### src/rtl/cache_set_lru_mru_space_budget_defines.svh
// Assertion macros for the cache set replacement block.
// Taken in by the top level; relies on nothing else.
`ifndef CACHE_SET_LRU_MRU_SPACE_BUDGET_DEFINES_SVH
`define CACHE_SET_LRU_MRU_SPACE_BUDGET_DEFINES_SVH

// Check that the consequent holds in the same cycle as the antecedent.
`define CSLRU_ASSERT_IMP(lbl, clk, rst_n, ante, cons, msg) \
  lbl: assert property (@(posedge clk) disable iff (!rst_n) (ante) |-> (cons)) \
    else $error(msg);

// Check that the consequent holds in the cycle after the antecedent.
`define CSLRU_ASSERT_NXT(lbl, clk, rst_n, ante, cons, msg) \
  lbl: assert property (@(posedge clk) disable iff (!rst_n) (ante) |=> (cons)) \
    else $error(msg);

`endif

### src/rtl/cslru_pkg.sv
// Shared types and codes for the cache set replacement block.
// No dependencies; used by the controller, the datapath and the top level.
`default_nettype none

package cslru_pkg;

  // Result kinds
  localparam logic [1:0] KIND_EVICT  = 2'd0;
  localparam logic [1:0] KIND_HIT    = 2'd1;
  localparam logic [1:0] KIND_INSERT = 2'd2;
  localparam logic [1:0] KIND_REJECT = 2'd3;

  // Configuration register indexes
  localparam logic [1:0] CFG_POLICY      = 2'd0;
  localparam logic [1:0] CFG_SPACE_LIMIT = 2'd1;
  localparam logic [1:0] CFG_WAYS_IN_USE = 2'd2;

  // Fixed field widths
  localparam int SPACE_W    = 40;
  localparam int SIZE_W     = 32;
  localparam int KEY_PORT_W = 32;
  localparam int CNT_PORT_W = 5;
  localparam int CFG_IDX_W  = 2;
  localparam int CFG_DATA_W = 40;

  // Controller to datapath commands
  typedef struct packed {
    logic start;
    logic scan;
    logic vic_latch;
    logic do_hit;
    logic do_evict;
    logic do_insert;
    logic do_reject;
  } cslru_cmd_t;

  // Datapath to controller status
  typedef struct packed {
    logic hit;
    logic scan_done;
    logic need_evict;
    logic empty;
    logic out_free;
  } cslru_sts_t;

endpackage

`default_nettype wire

### src/rtl/cache_set_lru_mru_space_budget.sv
// One fully associative cache set with LRU or MRU replacement under an entry
// limit and a space budget. Each access is taken in the idle state, then the key
// memory is scanned one way per cycle: a hit is committed from the hit state
// once the result register is free; a miss scans every way, then evicts until
// the object fits, each eviction latching the victim and then committing, and
// ends with the insert or the rejection. The next access is taken once the last
// result beat of the current one sits in the output register. Each eviction
// gives one beat with last low; the access ends with a hit, insert or reject
// beat with last high. No clearing pass follows reset.
// Depends on cslru_pkg, cslru_ctrl, cslru_dp and the assertion macro header.
`default_nettype none
`include "cache_set_lru_mru_space_budget_defines.svh"

module cache_set_lru_mru_space_budget import cslru_pkg::*; #(
  parameter int WAYS     = 16,
  parameter int KEY_BITS = 32
) (
  input  logic                  clk,
  input  logic                  rst_n,
  input  logic                  cfg_we,
  input  logic [CFG_IDX_W-1:0]  cfg_index,
  input  logic [CFG_DATA_W-1:0] cfg_wdata,
  input  logic                  in_valid,
  output logic                  in_ready,
  input  logic [KEY_PORT_W-1:0] in_key,
  input  logic [SIZE_W-1:0]     in_object_size,
  output logic                  out_valid,
  input  logic                  out_ready,
  output logic [1:0]            out_kind,
  output logic [KEY_PORT_W-1:0] out_evicted_key,
  output logic [SIZE_W-1:0]     out_evicted_size,
  output logic [SPACE_W-1:0]    out_space_now,
  output logic [CNT_PORT_W-1:0] out_entries_now,
  output logic                  out_last
);

  cslru_cmd_t cmd;
  cslru_sts_t sts;

  // Sequencer
  cslru_ctrl u_ctrl (
    .clk      (clk),
    .rst_n    (rst_n),
    .in_valid (in_valid),
    .in_ready (in_ready),
    .sts      (sts),
    .cmd      (cmd)
  );

  // Storage and arithmetic
  cslru_dp #(
    .WAYS     (WAYS),
    .KEY_BITS (KEY_BITS)
  ) u_dp (
    .clk              (clk),
    .rst_n            (rst_n),
    .cfg_we           (cfg_we),
    .cfg_index        (cfg_index),
    .cfg_wdata        (cfg_wdata),
    .in_key           (in_key),
    .in_object_size   (in_object_size),
    .cmd              (cmd),
    .sts              (sts),
    .out_ready        (out_ready),
    .out_valid        (out_valid),
    .out_kind         (out_kind),
    .out_evicted_key  (out_evicted_key),
    .out_evicted_size (out_evicted_size),
    .out_space_now    (out_space_now),
    .out_entries_now  (out_entries_now),
    .out_last         (out_last)
  );

  // At most one state commit per cycle
  `CSLRU_ASSERT_IMP(a_one_commit, clk, rst_n, 1'b1, $onehot0({cmd.do_hit, cmd.do_evict, cmd.do_insert, cmd.do_reject}), "more than one commit in a cycle")

  // A commit never overwrites a result beat that is still waiting
  `CSLRU_ASSERT_IMP(a_commit_slot, clk, rst_n, cmd.do_hit || cmd.do_evict || cmd.do_insert || cmd.do_reject, sts.out_free, "commit while result register is full")

  // An eviction shows up next cycle as a non-final eviction beat
  `CSLRU_ASSERT_NXT(a_evict_beat, clk, rst_n, cmd.do_evict, out_valid && (out_kind == KIND_EVICT) && !out_last, "eviction beat missing")

  // A final commit returns the block to taking new accesses
  `CSLRU_ASSERT_NXT(a_back_idle, clk, rst_n, cmd.do_hit || cmd.do_insert || cmd.do_reject, in_ready && out_valid && out_last, "access did not finish")

endmodule

`default_nettype wire

### src/rtl/cslru_ctrl.sv
// Sequencer of the cache set: lookup scan, eviction loop, insert or reject.
// Depends on cslru_pkg for the command and status structs.
`default_nettype none

module cslru_ctrl import cslru_pkg::*; (
  input  logic       clk,
  input  logic       rst_n,
  input  logic       in_valid,
  output logic       in_ready,
  input  cslru_sts_t sts,
  output cslru_cmd_t cmd
);

  localparam logic [2:0] ST_IDLE  = 3'd0;
  localparam logic [2:0] ST_SCAN  = 3'd1;
  localparam logic [2:0] ST_HIT   = 3'd2;
  localparam logic [2:0] ST_EVAL  = 3'd3;
  localparam logic [2:0] ST_EVICT = 3'd4;

  logic [2:0] state_r;
  logic [2:0] state_nxt;

  assign in_ready = (state_r == ST_IDLE);

  // Decode next state and commands
  always_comb begin
    cmd       = '0;
    state_nxt = state_r;
    case (state_r)
      ST_IDLE: begin
        if (in_valid) begin
          cmd.start = 1'b1;
          state_nxt = ST_SCAN;
        end
      end
      ST_SCAN: begin
        cmd.scan = 1'b1;
        if (sts.hit) begin
          state_nxt = ST_HIT;
        end else if (sts.scan_done) begin
          state_nxt = ST_EVAL;
        end
      end
      ST_HIT: begin
        if (sts.out_free) begin
          cmd.do_hit = 1'b1;
          state_nxt  = ST_IDLE;
        end
      end
      ST_EVAL: begin
        if (sts.need_evict) begin
          if (sts.empty) begin
            if (sts.out_free) begin
              cmd.do_reject = 1'b1;
              state_nxt     = ST_IDLE;
            end
          end else begin
            cmd.vic_latch = 1'b1;
            state_nxt     = ST_EVICT;
          end
        end else if (sts.out_free) begin
          cmd.do_insert = 1'b1;
          state_nxt     = ST_IDLE;
        end
      end
      ST_EVICT: begin
        if (sts.out_free) begin
          cmd.do_evict = 1'b1;
          state_nxt    = ST_EVAL;
        end
      end
      default: begin
        state_nxt = ST_IDLE;
      end
    endcase
  end

  // Advance state
  always_ff @(posedge clk) begin
    if (!rst_n) begin
      state_r <= ST_IDLE;
    end else begin
      state_r <= state_nxt;
    end
  end

endmodule

`default_nettype wire

### src/rtl/cslru_dp.sv
// Datapath of the cache set: key and size memories, per-way valid and age rank,
// occupancy, configuration and the result register. Depends on cslru_pkg.
`default_nettype none

module cslru_dp import cslru_pkg::*; #(
  parameter int WAYS     = 16,
  parameter int KEY_BITS = 32
) (
  input  logic                  clk,
  input  logic                  rst_n,
  input  logic                  cfg_we,
  input  logic [CFG_IDX_W-1:0]  cfg_index,
  input  logic [CFG_DATA_W-1:0] cfg_wdata,
  input  logic [KEY_PORT_W-1:0] in_key,
  input  logic [SIZE_W-1:0]     in_object_size,
  input  cslru_cmd_t            cmd,
  output cslru_sts_t            sts,
  input  logic                  out_ready,
  output logic                  out_valid,
  output logic [1:0]            out_kind,
  output logic [KEY_PORT_W-1:0] out_evicted_key,
  output logic [SIZE_W-1:0]     out_evicted_size,
  output logic [SPACE_W-1:0]    out_space_now,
  output logic [CNT_PORT_W-1:0] out_entries_now,
  output logic                  out_last
);

  localparam int IW = $clog2(WAYS);
  localparam int RW = IW;
  localparam int CW = $clog2(WAYS + 1);
  localparam int KW = (KEY_BITS < KEY_PORT_W) ? KEY_BITS : KEY_PORT_W;
  localparam int LW = (CW > CNT_PORT_W) ? CW : CNT_PORT_W;
  localparam logic [IW:0] WAYS_C = (IW + 1)'(WAYS);

  // Configuration
  logic                  policy_r;
  logic [SPACE_W-1:0]    space_limit_r;
  logic [CNT_PORT_W-1:0] ways_r;

  // Per-way state
  logic [WAYS-1:0] valid_r;
  logic [WAYS-1:0] valid_nxt;
  logic [RW-1:0]   rank_r   [WAYS];
  logic [RW-1:0]   rank_nxt [WAYS];

  // Occupancy
  logic [SPACE_W-1:0] space_r;
  logic [CW-1:0]      n_r;

  // Request
  logic [KW-1:0]     req_key_r;
  logic [SIZE_W-1:0] req_size_r;

  // Memories
  logic [KW-1:0]     key_mem  [WAYS];
  logic [SIZE_W-1:0] size_mem [WAYS];
  logic [KW-1:0]     rd_key_r;
  logic [SIZE_W-1:0] rd_size_r;
  logic              mem_re;
  logic [IW-1:0]     rd_addr;

  // Scan and victim tracking
  logic [IW:0]   scan_addr_r;
  logic          cmp_v_r;
  logic [IW-1:0] cmp_idx_r;
  logic [IW-1:0] hit_idx_r;
  logic [IW-1:0] free_idx_r;
  logic          free_ok_r;
  logic [IW-1:0] vic_idx_r;
  logic [RW-1:0] vic_rank_r;
  logic [WAYS-1:0] vic_match;
  logic [IW-1:0] vic_enc;
  logic [RW-1:0] want;
  logic [RW-1:0] hit_rank;
  logic          cmp_valid;

  // Arithmetic
  logic [CW-1:0]      n_inc;
  logic [CW-1:0]      n_dec;
  logic [LW-1:0]      n_ext;
  logic [LW-1:0]      ways_ext;
  logic [LW-1:0]      lim;
  logic [SPACE_W:0]   space_sum;
  logic [SPACE_W-1:0] space_ins;
  logic [SPACE_W-1:0] space_sub;

  // Result register
  logic                  out_valid_r;
  logic [1:0]            out_kind_r;
  logic [KEY_PORT_W-1:0] out_key_r;
  logic [SIZE_W-1:0]     out_size_r;
  logic [SPACE_W-1:0]    out_space_r;
  logic [CNT_PORT_W-1:0] out_entries_r;
  logic                  out_last_r;
  logic                  emit;
  logic [1:0]            kind_nxt;
  logic [KEY_PORT_W-1:0] key_nxt;
  logic [SIZE_W-1:0]     size_nxt;
  logic [SPACE_W-1:0]    space_nxt;
  logic [CNT_PORT_W-1:0] entries_nxt;
  logic                  last_nxt;

  // Write configuration registers
  always_ff @(posedge clk) begin
    if (!rst_n) begin
      policy_r      <= 1'b0;
      space_limit_r <= '1;
      ways_r        <= 5'd16;
    end else if (cfg_we) begin
      case (cfg_index)
        CFG_POLICY:      policy_r      <= cfg_wdata[0];
        CFG_SPACE_LIMIT: space_limit_r <= cfg_wdata[SPACE_W-1:0];
        CFG_WAYS_IN_USE: ways_r        <= cfg_wdata[CNT_PORT_W-1:0];
        default: begin
        end
      endcase
    end
  end

  // Count and space arithmetic
  assign n_inc     = n_r + 1'b1;
  assign n_dec     = n_r - 1'b1;
  assign n_ext     = LW'(n_r);
  assign ways_ext  = LW'(ways_r);
  assign lim       = (ways_ext == '0) ? LW'(1) :
                     ((ways_ext > LW'(WAYS)) ? LW'(WAYS) : ways_ext);
  assign space_sum = {1'b0, space_r} + (SPACE_W + 1)'(req_size_r);
  assign space_ins = space_r + SPACE_W'(req_size_r);
  assign space_sub = (space_r >= SPACE_W'(rd_size_r)) ? space_r - SPACE_W'(rd_size_r) : '0;

  // Victim: the valid way whose rank matches the policy's end of the order
  assign want = policy_r ? '0 : RW'(n_dec);

  always_comb begin
    vic_enc = '0;
    for (int j = 0; j < WAYS; j++) begin
      vic_match[j] = valid_r[j] && (rank_r[j] == want);
      if (vic_match[j]) begin
        vic_enc = vic_enc | IW'(j);
      end
    end
  end

  // Status to the controller
  assign cmp_valid      = valid_r[cmp_idx_r];
  assign hit_rank       = rank_r[hit_idx_r];
  assign sts.hit        = cmp_v_r && cmp_valid && (rd_key_r == req_key_r);
  assign sts.scan_done  = (scan_addr_r == WAYS_C) && !cmp_v_r;
  assign sts.need_evict = (n_ext >= lim) || (space_sum > {1'b0, space_limit_r});
  assign sts.empty      = (n_r == '0);
  assign sts.out_free   = !out_valid_r || out_ready;

  // Latch the request
  always_ff @(posedge clk) begin
    if (cmd.start) begin
      req_key_r  <= in_key[KW-1:0];
      req_size_r <= in_object_size;
    end
  end

  // Step the lookup scan, track the hit way and the lowest free way
  always_ff @(posedge clk) begin
    if (!rst_n) begin
      scan_addr_r <= '0;
      cmp_v_r     <= 1'b0;
      free_ok_r   <= 1'b0;
    end else if (cmd.start) begin
      scan_addr_r <= '0;
      cmp_v_r     <= 1'b0;
      free_ok_r   <= 1'b0;
    end else if (cmd.scan) begin
      if (scan_addr_r < WAYS_C) begin
        scan_addr_r <= scan_addr_r + 1'b1;
        cmp_v_r     <= 1'b1;
        cmp_idx_r   <= scan_addr_r[IW-1:0];
      end else begin
        cmp_v_r <= 1'b0;
      end
      if (sts.hit) begin
        hit_idx_r <= cmp_idx_r;
      end
      if (cmp_v_r && !cmp_valid && !free_ok_r) begin
        free_idx_r <= cmp_idx_r;
        free_ok_r  <= 1'b1;
      end
    end else if (cmd.do_evict) begin
      if (!free_ok_r || (vic_idx_r < free_idx_r)) begin
        free_idx_r <= vic_idx_r;
        free_ok_r  <= 1'b1;
      end
    end
  end

  // Hold the chosen victim
  always_ff @(posedge clk) begin
    if (cmd.vic_latch) begin
      vic_idx_r  <= vic_enc;
      vic_rank_r <= want;
    end
  end

  // Key and size memories: one write, one registered read
  assign mem_re  = cmd.vic_latch || (cmd.scan && (scan_addr_r < WAYS_C));
  assign rd_addr = cmd.vic_latch ? vic_enc : scan_addr_r[IW-1:0];

  always_ff @(posedge clk) begin
    if (cmd.do_insert) begin
      key_mem[free_idx_r]  <= req_key_r;
      size_mem[free_idx_r] <= req_size_r;
    end
  end

  always_ff @(posedge clk) begin
    if (mem_re) begin
      rd_key_r  <= key_mem[rd_addr];
      rd_size_r <= size_mem[rd_addr];
    end
  end

  // Update valid bits and age ranks lane by lane
  always_comb begin
    valid_nxt = valid_r;
    for (int j = 0; j < WAYS; j++) begin
      rank_nxt[j] = rank_r[j];
      if (cmd.do_hit) begin
        if (IW'(j) == hit_idx_r) begin
          rank_nxt[j] = '0;
        end else if (valid_r[j] && (rank_r[j] < hit_rank)) begin
          rank_nxt[j] = rank_r[j] + 1'b1;
        end
      end
      if (cmd.do_evict) begin
        if (IW'(j) == vic_idx_r) begin
          valid_nxt[j] = 1'b0;
          rank_nxt[j]  = '0;
        end else if (valid_r[j] && (rank_r[j] > vic_rank_r)) begin
          rank_nxt[j] = rank_r[j] - 1'b1;
        end
      end
      if (cmd.do_insert) begin
        if (IW'(j) == free_idx_r) begin
          valid_nxt[j] = 1'b1;
          rank_nxt[j]  = '0;
        end else if (valid_r[j]) begin
          rank_nxt[j] = rank_r[j] + 1'b1;
        end
      end
    end
  end

  always_ff @(posedge clk) begin
    if (!rst_n) begin
      valid_r <= '0;
      for (int j = 0; j < WAYS; j++) begin
        rank_r[j] <= '0;
      end
    end else begin
      valid_r <= valid_nxt;
      for (int j = 0; j < WAYS; j++) begin
        rank_r[j] <= rank_nxt[j];
      end
    end
  end

  // Track occupancy
  always_ff @(posedge clk) begin
    if (!rst_n) begin
      space_r <= '0;
      n_r     <= '0;
    end else if (cmd.do_evict) begin
      space_r <= space_sub;
      n_r     <= n_dec;
    end else if (cmd.do_insert) begin
      space_r <= space_ins;
      n_r     <= n_inc;
    end
  end

  // Form the result beat
  assign emit = cmd.do_hit || cmd.do_evict || cmd.do_insert || cmd.do_reject;

  always_comb begin
    kind_nxt    = KIND_HIT;
    key_nxt     = '0;
    size_nxt    = '0;
    space_nxt   = space_r;
    entries_nxt = CNT_PORT_W'(n_r);
    last_nxt    = 1'b1;
    if (cmd.do_evict) begin
      kind_nxt    = KIND_EVICT;
      key_nxt     = KEY_PORT_W'(rd_key_r);
      size_nxt    = rd_size_r;
      space_nxt   = space_sub;
      entries_nxt = CNT_PORT_W'(n_dec);
      last_nxt    = 1'b0;
    end else if (cmd.do_insert) begin
      kind_nxt    = KIND_INSERT;
      space_nxt   = space_ins;
      entries_nxt = CNT_PORT_W'(n_inc);
    end else if (cmd.do_reject) begin
      kind_nxt = KIND_REJECT;
    end
  end

  // Hold the result beat until taken
  always_ff @(posedge clk) begin
    if (!rst_n) begin
      out_valid_r <= 1'b0;
    end else if (emit) begin
      out_valid_r <= 1'b1;
    end else if (out_ready) begin
      out_valid_r <= 1'b0;
    end
  end

  always_ff @(posedge clk) begin
    if (emit) begin
      out_kind_r    <= kind_nxt;
      out_key_r     <= key_nxt;
      out_size_r    <= size_nxt;
      out_space_r   <= space_nxt;
      out_entries_r <= entries_nxt;
      out_last_r    <= last_nxt;
    end
  end

  assign out_valid        = out_valid_r;
  assign out_kind         = out_kind_r;
  assign out_evicted_key  = out_key_r;
  assign out_evicted_size = out_size_r;
  assign out_space_now    = out_space_r;
  assign out_entries_now  = out_entries_r;
  assign out_last         = out_last_r;

endmodule

`default_nettype wire

### config.mk
export PLATFORM = sky130hd
export DESIGN_NAME = cache_set_lru_mru_space_budget
export DESIGN_NICKNAME = d
export VERILOG_FILES = /design/src/rtl/cslru_pkg.sv /design/src/rtl/cache_set_lru_mru_space_budget.sv /design/src/rtl/cslru_ctrl.sv /design/src/rtl/cslru_dp.sv
export VERILOG_INCLUDE_DIRS = /design/src /design/src/rtl
export SDC_FILE = /design/constraint.sdc
export NUM_CORES = 2
export LEC_CHECK = 0
export ABC_CLOCK_PERIOD_IN_PS = 13500
export BUFFER_PORTS_ARGS = -buffer_cell sky130_fd_sc_hd__buf_2
export CORE_UTILIZATION = 60
export DETAILED_ROUTE_END_ITERATION = 7
export GPL_TIMING_DRIVEN = 0
export PLACE_DENSITY = 0.83
export SETUP_SLACK_MARGIN = 0.5
export SLEW_MARGIN = 10
export SYNTH_ARGS = -nofsm -noshare
export SYNTH_HDL_FRONTEND = slang
export SYNTH_HIERARCHICAL = 1
export SYNTH_SLANG_ARGS = --single-unit
### constraint.sdc
create_clock -name clk -period 13.5 [get_ports clk]
set_input_delay 2.025 -clock clk [delete_from_list [all_inputs] [get_ports clk]]
set_output_delay 2.025 -clock clk [all_outputs]
set_load 0.02 [all_outputs]
Word-level counts from Yosys, hierarchy flattened
Memories as Yosys holds them, arrays and structs flattened. A register that Yosys moved wholly into a read port is not among the register bits.
Cells that the tools add are included.
- RAM bits: 1088
- memories: 3
- logic and storage cells: 570
- register bits: 314
- output and inout port bits: 114
- eq/ne operators: 72
- multiplexer cells: 290
- add/sub/neg operators: 38
- magnitude comparators: 39
- bitwise gates (word level): 18
- reductions and logical operators: 85
- memory list (memory ; depth ; bits a word ; rd ports ; clocked after memory_dff ; wr ports ; RTL line ; RTL):
    u_dp.key_mem ; 16 ; 32 ; 1 ; 1 ; 1 ; cslru_dp.sv:55 ; logic [KW-1:0] key_mem [WAYS];
    u_dp.size_mem ; 16 ; 32 ; 1 ; 1 ; 1 ; cslru_dp.sv:56 ; logic [SIZE_W-1:0] size_mem [WAYS];
    u_dp.rank_r ; 16 ; 4 ; 17 ; 1 ; 16 ; cslru_dp.sv:43 ; logic [RW-1:0] rank_r [WAYS];
- operators by type and width (kind ; count):
    4-bit 2-to-1 mux ; 175
    40-bit 2-to-1 mux ; 3
    4-bit equality test (first input constant) ; 24
    1-bit 2-to-1 mux ; 90
    4-bit less-than comparator ; 17
    4-bit by 1-bit adder with 4-bit output (second input constant) ; 16
    4-bit greater-than comparator ; 16
    4-bit by 1-bit subtractor with 4-bit output (second input constant) ; 16
    4-bit equality test ; 15
    1-bit logical AND ; 53
    3-bit by 4-bit equality test with 1-bit output (first input constant) ; 12
    40-bit by 32-bit adder with 41-bit output ; 1
    41-bit by 40-bit greater-than comparator with 1-bit output ; 1
    40-bit by 32-bit adder with 40-bit output ; 1
    40-bit by 32-bit greater-or-equal comparator with 1-bit output ; 1
    40-bit by 32-bit subtractor with 40-bit output ; 1
    3-bit 2-to-1 mux ; 11
    32-bit equality test ; 1
    2-bit by 4-bit equality test with 1-bit output (first input constant) ; 6
    5-bit 2-to-1 mux ; 4
    1-bit bitwise OR ; 16
    3-bit one-hot mux with 5 select lines ; 1
    1-bit by 4-bit equality test with 1-bit output (first input constant) ; 3
    4-bit logical NOT ; 3
    other kinds (28) ; 55

Logic depth before layout (Yosys ltp)
- depth in word-level cells: 20
- gate-level depth with buffers: 34
- gate-level depth less buffers: 32

Modules after synthesis
Netlist, hierarchy kept.
- by module, submodules not included (module ; seq. area each (µm²) ; area each (µm²) ; times used ; cells an instance):
    cslru_dp ; 42220.5 ; 70152.3 ; 1 ; 6366
    cslru_ctrl ; 60.1 ; 292.8 ; 1 ; 33

Worst setup path after synthesis
Ideal clock, no wire load.
- path kind: flip-flop to flip-flop
- start point: reg u_dp.req_size_r[11]
- end point: mem u_dp/key_mem[13][0] in the netlist's numbering, enable pin
- data arrival time: 8.241 ns
- required time: 13.012 ns
- path buffers: 3
- library setup time: 0.488 ns
- stages on the path, launching flop included: 28
- slack: 4.771 ns
- cells stage by stage: edfxtp_1 -> ha_1 -> clkbuf_1 -> a21o_1 -> a21o_1 -> a211o_1 -> a221oi_2 -> a21boi_1 -> o31a_1 -> o31ai_2 -> o21ai_1 -> xor2_1 -> ha_1 -> a21o_1 -> a21o_1 -> a21o_1 -> a21o_1 -> a21o_1 -> a21o_1 -> a21oi_1 -> nor2_1 -> a211oi_1 -> o31ai_1 -> nor2_1 -> clkbuf_1 -> clkbuf_1 -> nand3_1 -> nor2_1
- RTL lines (element ; RTL line ; RTL):
    start: declaration ; cslru_dp.sv:52 ; logic [SIZE_W-1:0] req_size_r;
    start signal: assignment ; cslru_dp.sv:157 ; req_size_r <= in_object_size;
    end: declaration ; cslru_dp.sv:55 ;

==> report_table.html <==
<table>
<tr><th>Metric</th><th>Value</th></tr>
<tr><th colspan="2">Power and ir drop</th></tr>
<tr><td>Static power due to leakage</td><td>a little under 30 nW</td></tr>
<tr><td>Power density over the cells</td><td>123.4 nW/µm²</td></tr>
<tr><td>Peak supply drop</td><td>between 0.1 and 0.15 mV</td></tr>
<tr><th colspan="2">Synth</th></tr>
<tr><td>Total number of yosys warnings</td><td>6</td></tr>
<tr><td>Synth top area cells</td><td>sky130_fd_sc_hd__edfxtp_1, sky130_fd_sc_hd__nand2_1, sky130_fd_sc_hd__dfxtp_1</td></tr>
<tr><td>Most used flip-flop cell after synthesis</td><td>sky130_fd_sc_hd__edfxtp_1</td></tr>
<tr><td>Largest area contributor in the synthesized netlist</td><td>sky130_fd_sc_hd__edfxtp_1</td></tr>
<tr><td>Synth cell count leaders</td><td>sky130_fd_sc_hd__nand2_1, sky130_fd_sc_hd__edfxtp_1, sky130_fd_sc_hd__nand3_1</td></tr>
<tr><td>Most frequent cell after synthesis</td><td>sky130_fd_sc_hd__nand2_1</td></tr>
<tr><td>Share of the synthesized area in the top cell type</td><td>54.73%</td></tr>
<tr><td>EDFF count, synth</td><td>1284</td></tr>
<tr><td>Summed instance area of the synthesized netlist</td><td>between 70000 and 80000 µm²</td></tr>
<tr><td>Post-Synthesis Net Count</td><td>roughly 6800</td></tr>
<tr><td>Flip-flop and latch count after synthesis</td><td>approximately 1500</td></tr>
<tr><td>Number of instances in the synthesized netlist</td><td>between 6000 and 7000</td></tr>
<tr><td>Synth unique cells</td><td>97</td></tr>
<tr><td>Average cell area after synthesis</td><td>around 11 µm²</td></tr>
<tr><td>Post-synth ARST share</td><td>0%</td></tr>
<tr><td>Fraction of the yosys area taken by sequential cells</td><td>between 60 and 70%</td></tr>
<tr><th colspan="2">Clocking</th></tr>
<tr><td>Clock slew at reported path FFs</td><td>~70 ps</td></tr>
<tr><td>Count of hold-fix buffers inserted at cts</td><td>0</td></tr>
<tr><td>TritonCTS clock tree</td><td>built</td></tr>
<tr><td>H-tree depth</td><td>4</td></tr>
<tr><td>Num Clock Sinks</td><td>between 1000 and 1500</td></tr>
<tr><td>Root cell of the clock tree</td><td>sky130_fd_sc_hd__clkbuf_16</td></tr>
<tr><td>Number of buffers between clock root and the deepest sink</td><td>3</td></tr>
<tr><td>Clock insertion delay at the later pin of the skew report</td><td>770 ps</td></tr>
<tr><td>Number of gates resized after CTS</td><td>0</td></tr>
<tr><td>Number of buffers inserted by post-CTS setup repair</td><td>0</td></tr>
<tr><td>Number of buffers inserted during clock tree synthesis</td><td>150</td></tr>
<tr><th colspan="2">Global route</th></tr>
<tr><td>Via count of the first global-routing pass</td><td>53750</td></tr>
<tr><td>Grt ovf</td><td>0</td></tr>
<tr><td>Pin count of the biggest net entering global routing</td><td>56</td></tr>
<tr><td>Overall fraction of global-route tracks in use</td><td>roughly 40%</td></tr>
<tr><td>Antenna violations before repair</td><td>11</td></tr>
<tr><td>First-pass GRT wire length</td><td>341800 µm</td></tr>
<tr><th colspan="2">STA</th></tr>
<tr><td>Peak Freq</td><td>86.73 MHz</td></tr>
<tr><td>Least-Margin Pin Slew</td><td>about 1500 ps</td></tr>
<tr><td>Hold Fails Final Rpt</td><td>0</td></tr>
<tr><td>Unrepaired setup endpoints after global routing</td><td>false</td></tr>
<tr><td>Number of max-slew violations in the final report</td><td>0</td></tr>
<tr><td>Clock Skew</td><td>between 40 and 50 ps</td></tr>
<tr><td>Post-route minimum period</td><td>~12000 ps</td></tr>
<tr><td>Ratio of final minimum period to clock period</td><td>85.41%</td></tr>
<tr><td>Final-report setup violation count</td><td>0</td></tr>
<tr><td>Minimum setup slack in the final design</td><td>1969 ps</td></tr>
<tr><td>Slew headroom</td><td>about 1.9%</td></tr>
<tr><th colspan="2">Worst setup path</th></tr>
<tr><td>Kind of capture point of the worst setup path</td><td>flip-flop</td></tr>
<tr><td>Critical Path RT</td><td>roughly 14000 ps</td></tr>
<tr><td>Slowest Stage Delay on Critical Path</td><td>between 800 and 900 ps</td></tr>
<tr><td>Data arrival at the endpoint of the critical path</td><td>roughly 12000 ps</td></tr>
<tr><td>Cell family with most CP delay</td><td>compound AO/OA/AOI/OAI gates</td></tr>
<tr><td>Kind of start point of the critical path</td><td>flip-flop</td></tr>
<tr><td>Max FO, Critical Path</td><td>17</td></tr>
<tr><td>WP buf/inv</td><td>3</td></tr>
<tr><td>Cell type of the slowest stage on the worst timing path</td><td>sky130_fd_sc_hd__o31ai_1</td></tr>
<tr><td>Crit Path Category</td><td>reg2reg</td></tr>
<tr><th colspan="2">Die</th></tr>
<tr><td>Die extent in x</td><td>roughly 340 µm</td></tr>
<tr><td>DIE AREA</td><td>around 120000 µm²</td></tr>
<tr><td>Top Ports</td><td>225</td></tr>
<tr><td>Starting Density</td><td>60.54%</td></tr>
<tr><td>Placeable core region</td><td>116400 µm²</td></tr>
<tr><td>Die Y</td><td>around 340 µm</td></tr>
<tr><td>Standard-cell row count</td><td>125</td></tr>
<tr><th colspan="2">Detailed routing</th></tr>
<tr><td>Total number of vias</td><td>55870</td></tr>
<tr><td>Wirelength per Cell</td><td>28.19 µm</td></tr>
<tr><td>Remaining antenna violation count</td><td>0</td></tr>
<tr><td>Remaining design rule violation count</td><td>0</td></tr>
<tr><td>Average via count per standard cell</td><td>~6.6</td></tr>
<tr><td>Final routed wirelength across all metal layers</td><td>between 200000 and 250000 µm</td></tr>
<tr><td>Count of routing violations after the opening detailed-route iteration</td><td>slightly below 8000</td></tr>
<tr><td>First-pass DRT Iterations</td><td>8</td></tr>
<tr><th colspan="2">Placement</th></tr>
<tr><td>Post-placement setup slack</td><td>about 2500 ps</td></tr>
<tr><td>Port Buffer Count</td><td>~220</td></tr>
<tr><td>Gp weighted congestion</td><td>between 1 and 1.5</td></tr>
<tr><td>HPWL after detailed placement</td><td>~170000 µm</td></tr>
<tr><th colspan="2">Worst hold path</th></tr>
<tr><td>Type of the worst min-delay path</td><td>reg2reg</td></tr>
<tr><th colspan="2">Outcome</th></tr>
<tr><td>Outcome</td><td>complete, no violations</td></tr>
<tr><th colspan="2">Finish</th></tr>
<tr><td>Fraction of layout cells with a size suffix above 1</td><td>between 10% and 20%</td></tr>
<tr><td>Final cell utilization of the core</td><td>between 60 and 70%</td></tr>
<tr><td>Filler cells</td><td>~8000</td></tr>
<tr><td>Final layout net count</td><td>roughly 7200</td></tr>
<tr><td>Synthesis-to-finish area growth</td><td>12.69%</td></tr>
<tr><th colspan="2">Run</th></tr>
<tr><td>Max Cap Violations</td><td>0</td></tr>
</table>
[layout make-up]
class                      instances  area, µm²  share of cell area (%)
timing repair buffer             254       1821                   2.293
clock buffer                     185       3969                   5.000
inverter                         207      802.0                   1.010
sequential                      1470      42280                   53.26
multi-input combinational       4331      25740                   32.42
buffer                           391       1725                   2.173
antenna                            6      15.01                 0.01891
clock inverter                    93       1125                   1.417
tap                             1524       1907                   2.402
[per-stage QoR]
step / hold WS, ps / cells / cell area (µm²) / total power, mW / TNS (ps)
after global routing: 487.0 / 8455 / 79370 / 10.01 / 0
after global placement: 449.3 / 8147 / 73470 / 5.555 / -351990
after CTS: 472.9 / 8455 / 79370 / 9.788 / 0
after floorplan: 440.7 / 6399 / 70450 / 5.371 / 0
after detailed placement: 455.9 / 8177 / 74270 / 5.575 / 0
final: 474.8 / 8461 / 79380 / 9.793 / 0
[where the power goes]
| group | switching [mW] | leakage, nW | internal [mW] |
|---|---|---|---|
| Sequential | 0.0679 | 13.3 | 4.97 |
| Clock | 1.84 | 2.46 | 2.45 |
| Combinational | 0.336 | 14.1 | 0.133 |
[sequential cells by signal (all words and copies together), names as in the netlist, 32 cells and up, named ones only]
| register | flops |
|---|---|
| u_dp/space_limit_r | 40 |
| u_dp/out_space_now | 40 |
| u_dp/space_r | 40 |
| u_dp/out_evicted_size | 32 |
| u_dp/size_mem | 512 |
| u_dp/out_evicted_key | 32 |
| u_dp/rd_size_r | 32 |
| u_dp/key_mem | 512 |
| u_dp/req_key_r | 32 |
| u_dp/rd_key_r | 32 |
| u_dp/req_size_r | 32 |
| u_dp/rank_r | 64 |
[kinds of logic after synthesis]
kind of cell,Yosys count,synth area share (%)
DFF,1470,60.02
adders and majority gates,263,4.693
AOI/OAI and AO/OA,1192,11.34
xor gates and xnor gates,194,2.423
muxes,75,1.543
and+or+nand+nor,2607,16.43
buffers and inverters,598,3.545
[cell usage in the layout, fill, tap and decap left out, drive strengths merged, types with 21 or more instances in the layout]
master  netlist  routed
a211oi       21      21
nand3       351     351
nor2b        61      61
ha          261     261
a32oi        22      22
clkinv        2      65
dfxtp       186     186
a21oi       242     242
o21ai       233     233
mux2i        41      41
buf         178     432
inv         205     212
clkbuf      213     398
xor2         71      71
nand2      1512    1512
o22ai        45      45
nor3         69      69
and3         30      30
and2         78      78
mux4         25      25
a21o         64      64
o32ai        21      21
nand2b       33      33
edfxtp     1284    1284
nor2        240     240
o211ai      310     310
o21a         28      28
nand4       117     117
a31oi        30      30
xnor2       123     123
[metal layers]
| metal | up-vias | track usage (%) | share of wire, % |
|---|---|---|---|
| li1 | 24150 | - | - |
| met1 | 26630 | 47.41 | 34 |
| met2 | 4103 | 63.42 | 46 |
| met3 | 980 | 8.647 | 11 |
| met4 | 6 | 29.65 | 8.8 |
| met5 | - | 0 | 0.018 |
[worst reg2reg max path, cell delays in order, from the launching register on]
cell and delay (ps):
sky130_fd_sc_hd__edfxtp_1 820, sky130_fd_sc_hd__ha_1 330, sky130_fd_sc_hd__a21o_1 120, sky130_fd_sc_hd__a21oi_1 120, sky130_fd_sc_hd__o21ai_0 630, sky130_fd_sc_hd__a31oi_1 340
sky130_fd_sc_hd__o31a_1 410, sky130_fd_sc_hd__o31a_1 450, sky130_fd_sc_hd__o41ai_4 670, sky130_fd_sc_hd__nand2_1 140, sky130_fd_sc_hd__xnor2_1 160, sky130_fd_sc_hd__ha_1 300
sky130_fd_sc_hd__nand4_1 130, sky130_fd_sc_hd__nor3_1 780, sky130_fd_sc_hd__nand3_1 350, sky130_fd_sc_hd__o31ai_1 800, sky130_fd_sc_hd__a211oi_1 90, sky130_fd_sc_hd__o31ai_1 890
sky130_fd_sc_hd__nor2b_1 330, sky130_fd_sc_hd__and2_1 540, sky130_fd_sc_hd__clkbuf_1 440, sky130_fd_sc_hd__nor2_1 130, sky130_fd_sc_hd__a31oi_4 420, sky130_fd_sc_hd__buf_2 590
sky130_fd_sc_hd__buf_1 570, sky130_fd_sc_hd__nand3_1 220, sky130_fd_sc_hd__o211ai_1 160, sky130_fd_sc_hd__nand4_1 260
[worst paths after layout]
path / start / end / slack (ps) / cells past startpoint
max: u_dp/req_size_r[0]$_DFFE_PP_ / u_dp/rd_size_r[30]$_DFFE_PP_ / 1970 / 27
min: u_dp/free_ok_r$_SDFFE_PP0P_ / u_dp/free_ok_r$_SDFFE_PP0P_ / 470 / 1
max reg2reg: u_dp/req_size_r[0]$_DFFE_PP_ / u_dp/rd_size_r[30]$_DFFE_PP_ / 1970 / 27
min reg2reg: u_dp/free_ok_r$_SDFFE_PP0P_ / u_dp/free_ok_r$_SDFFE_PP0P_ / 470 / 1
(Power assumes the default switching activity.)
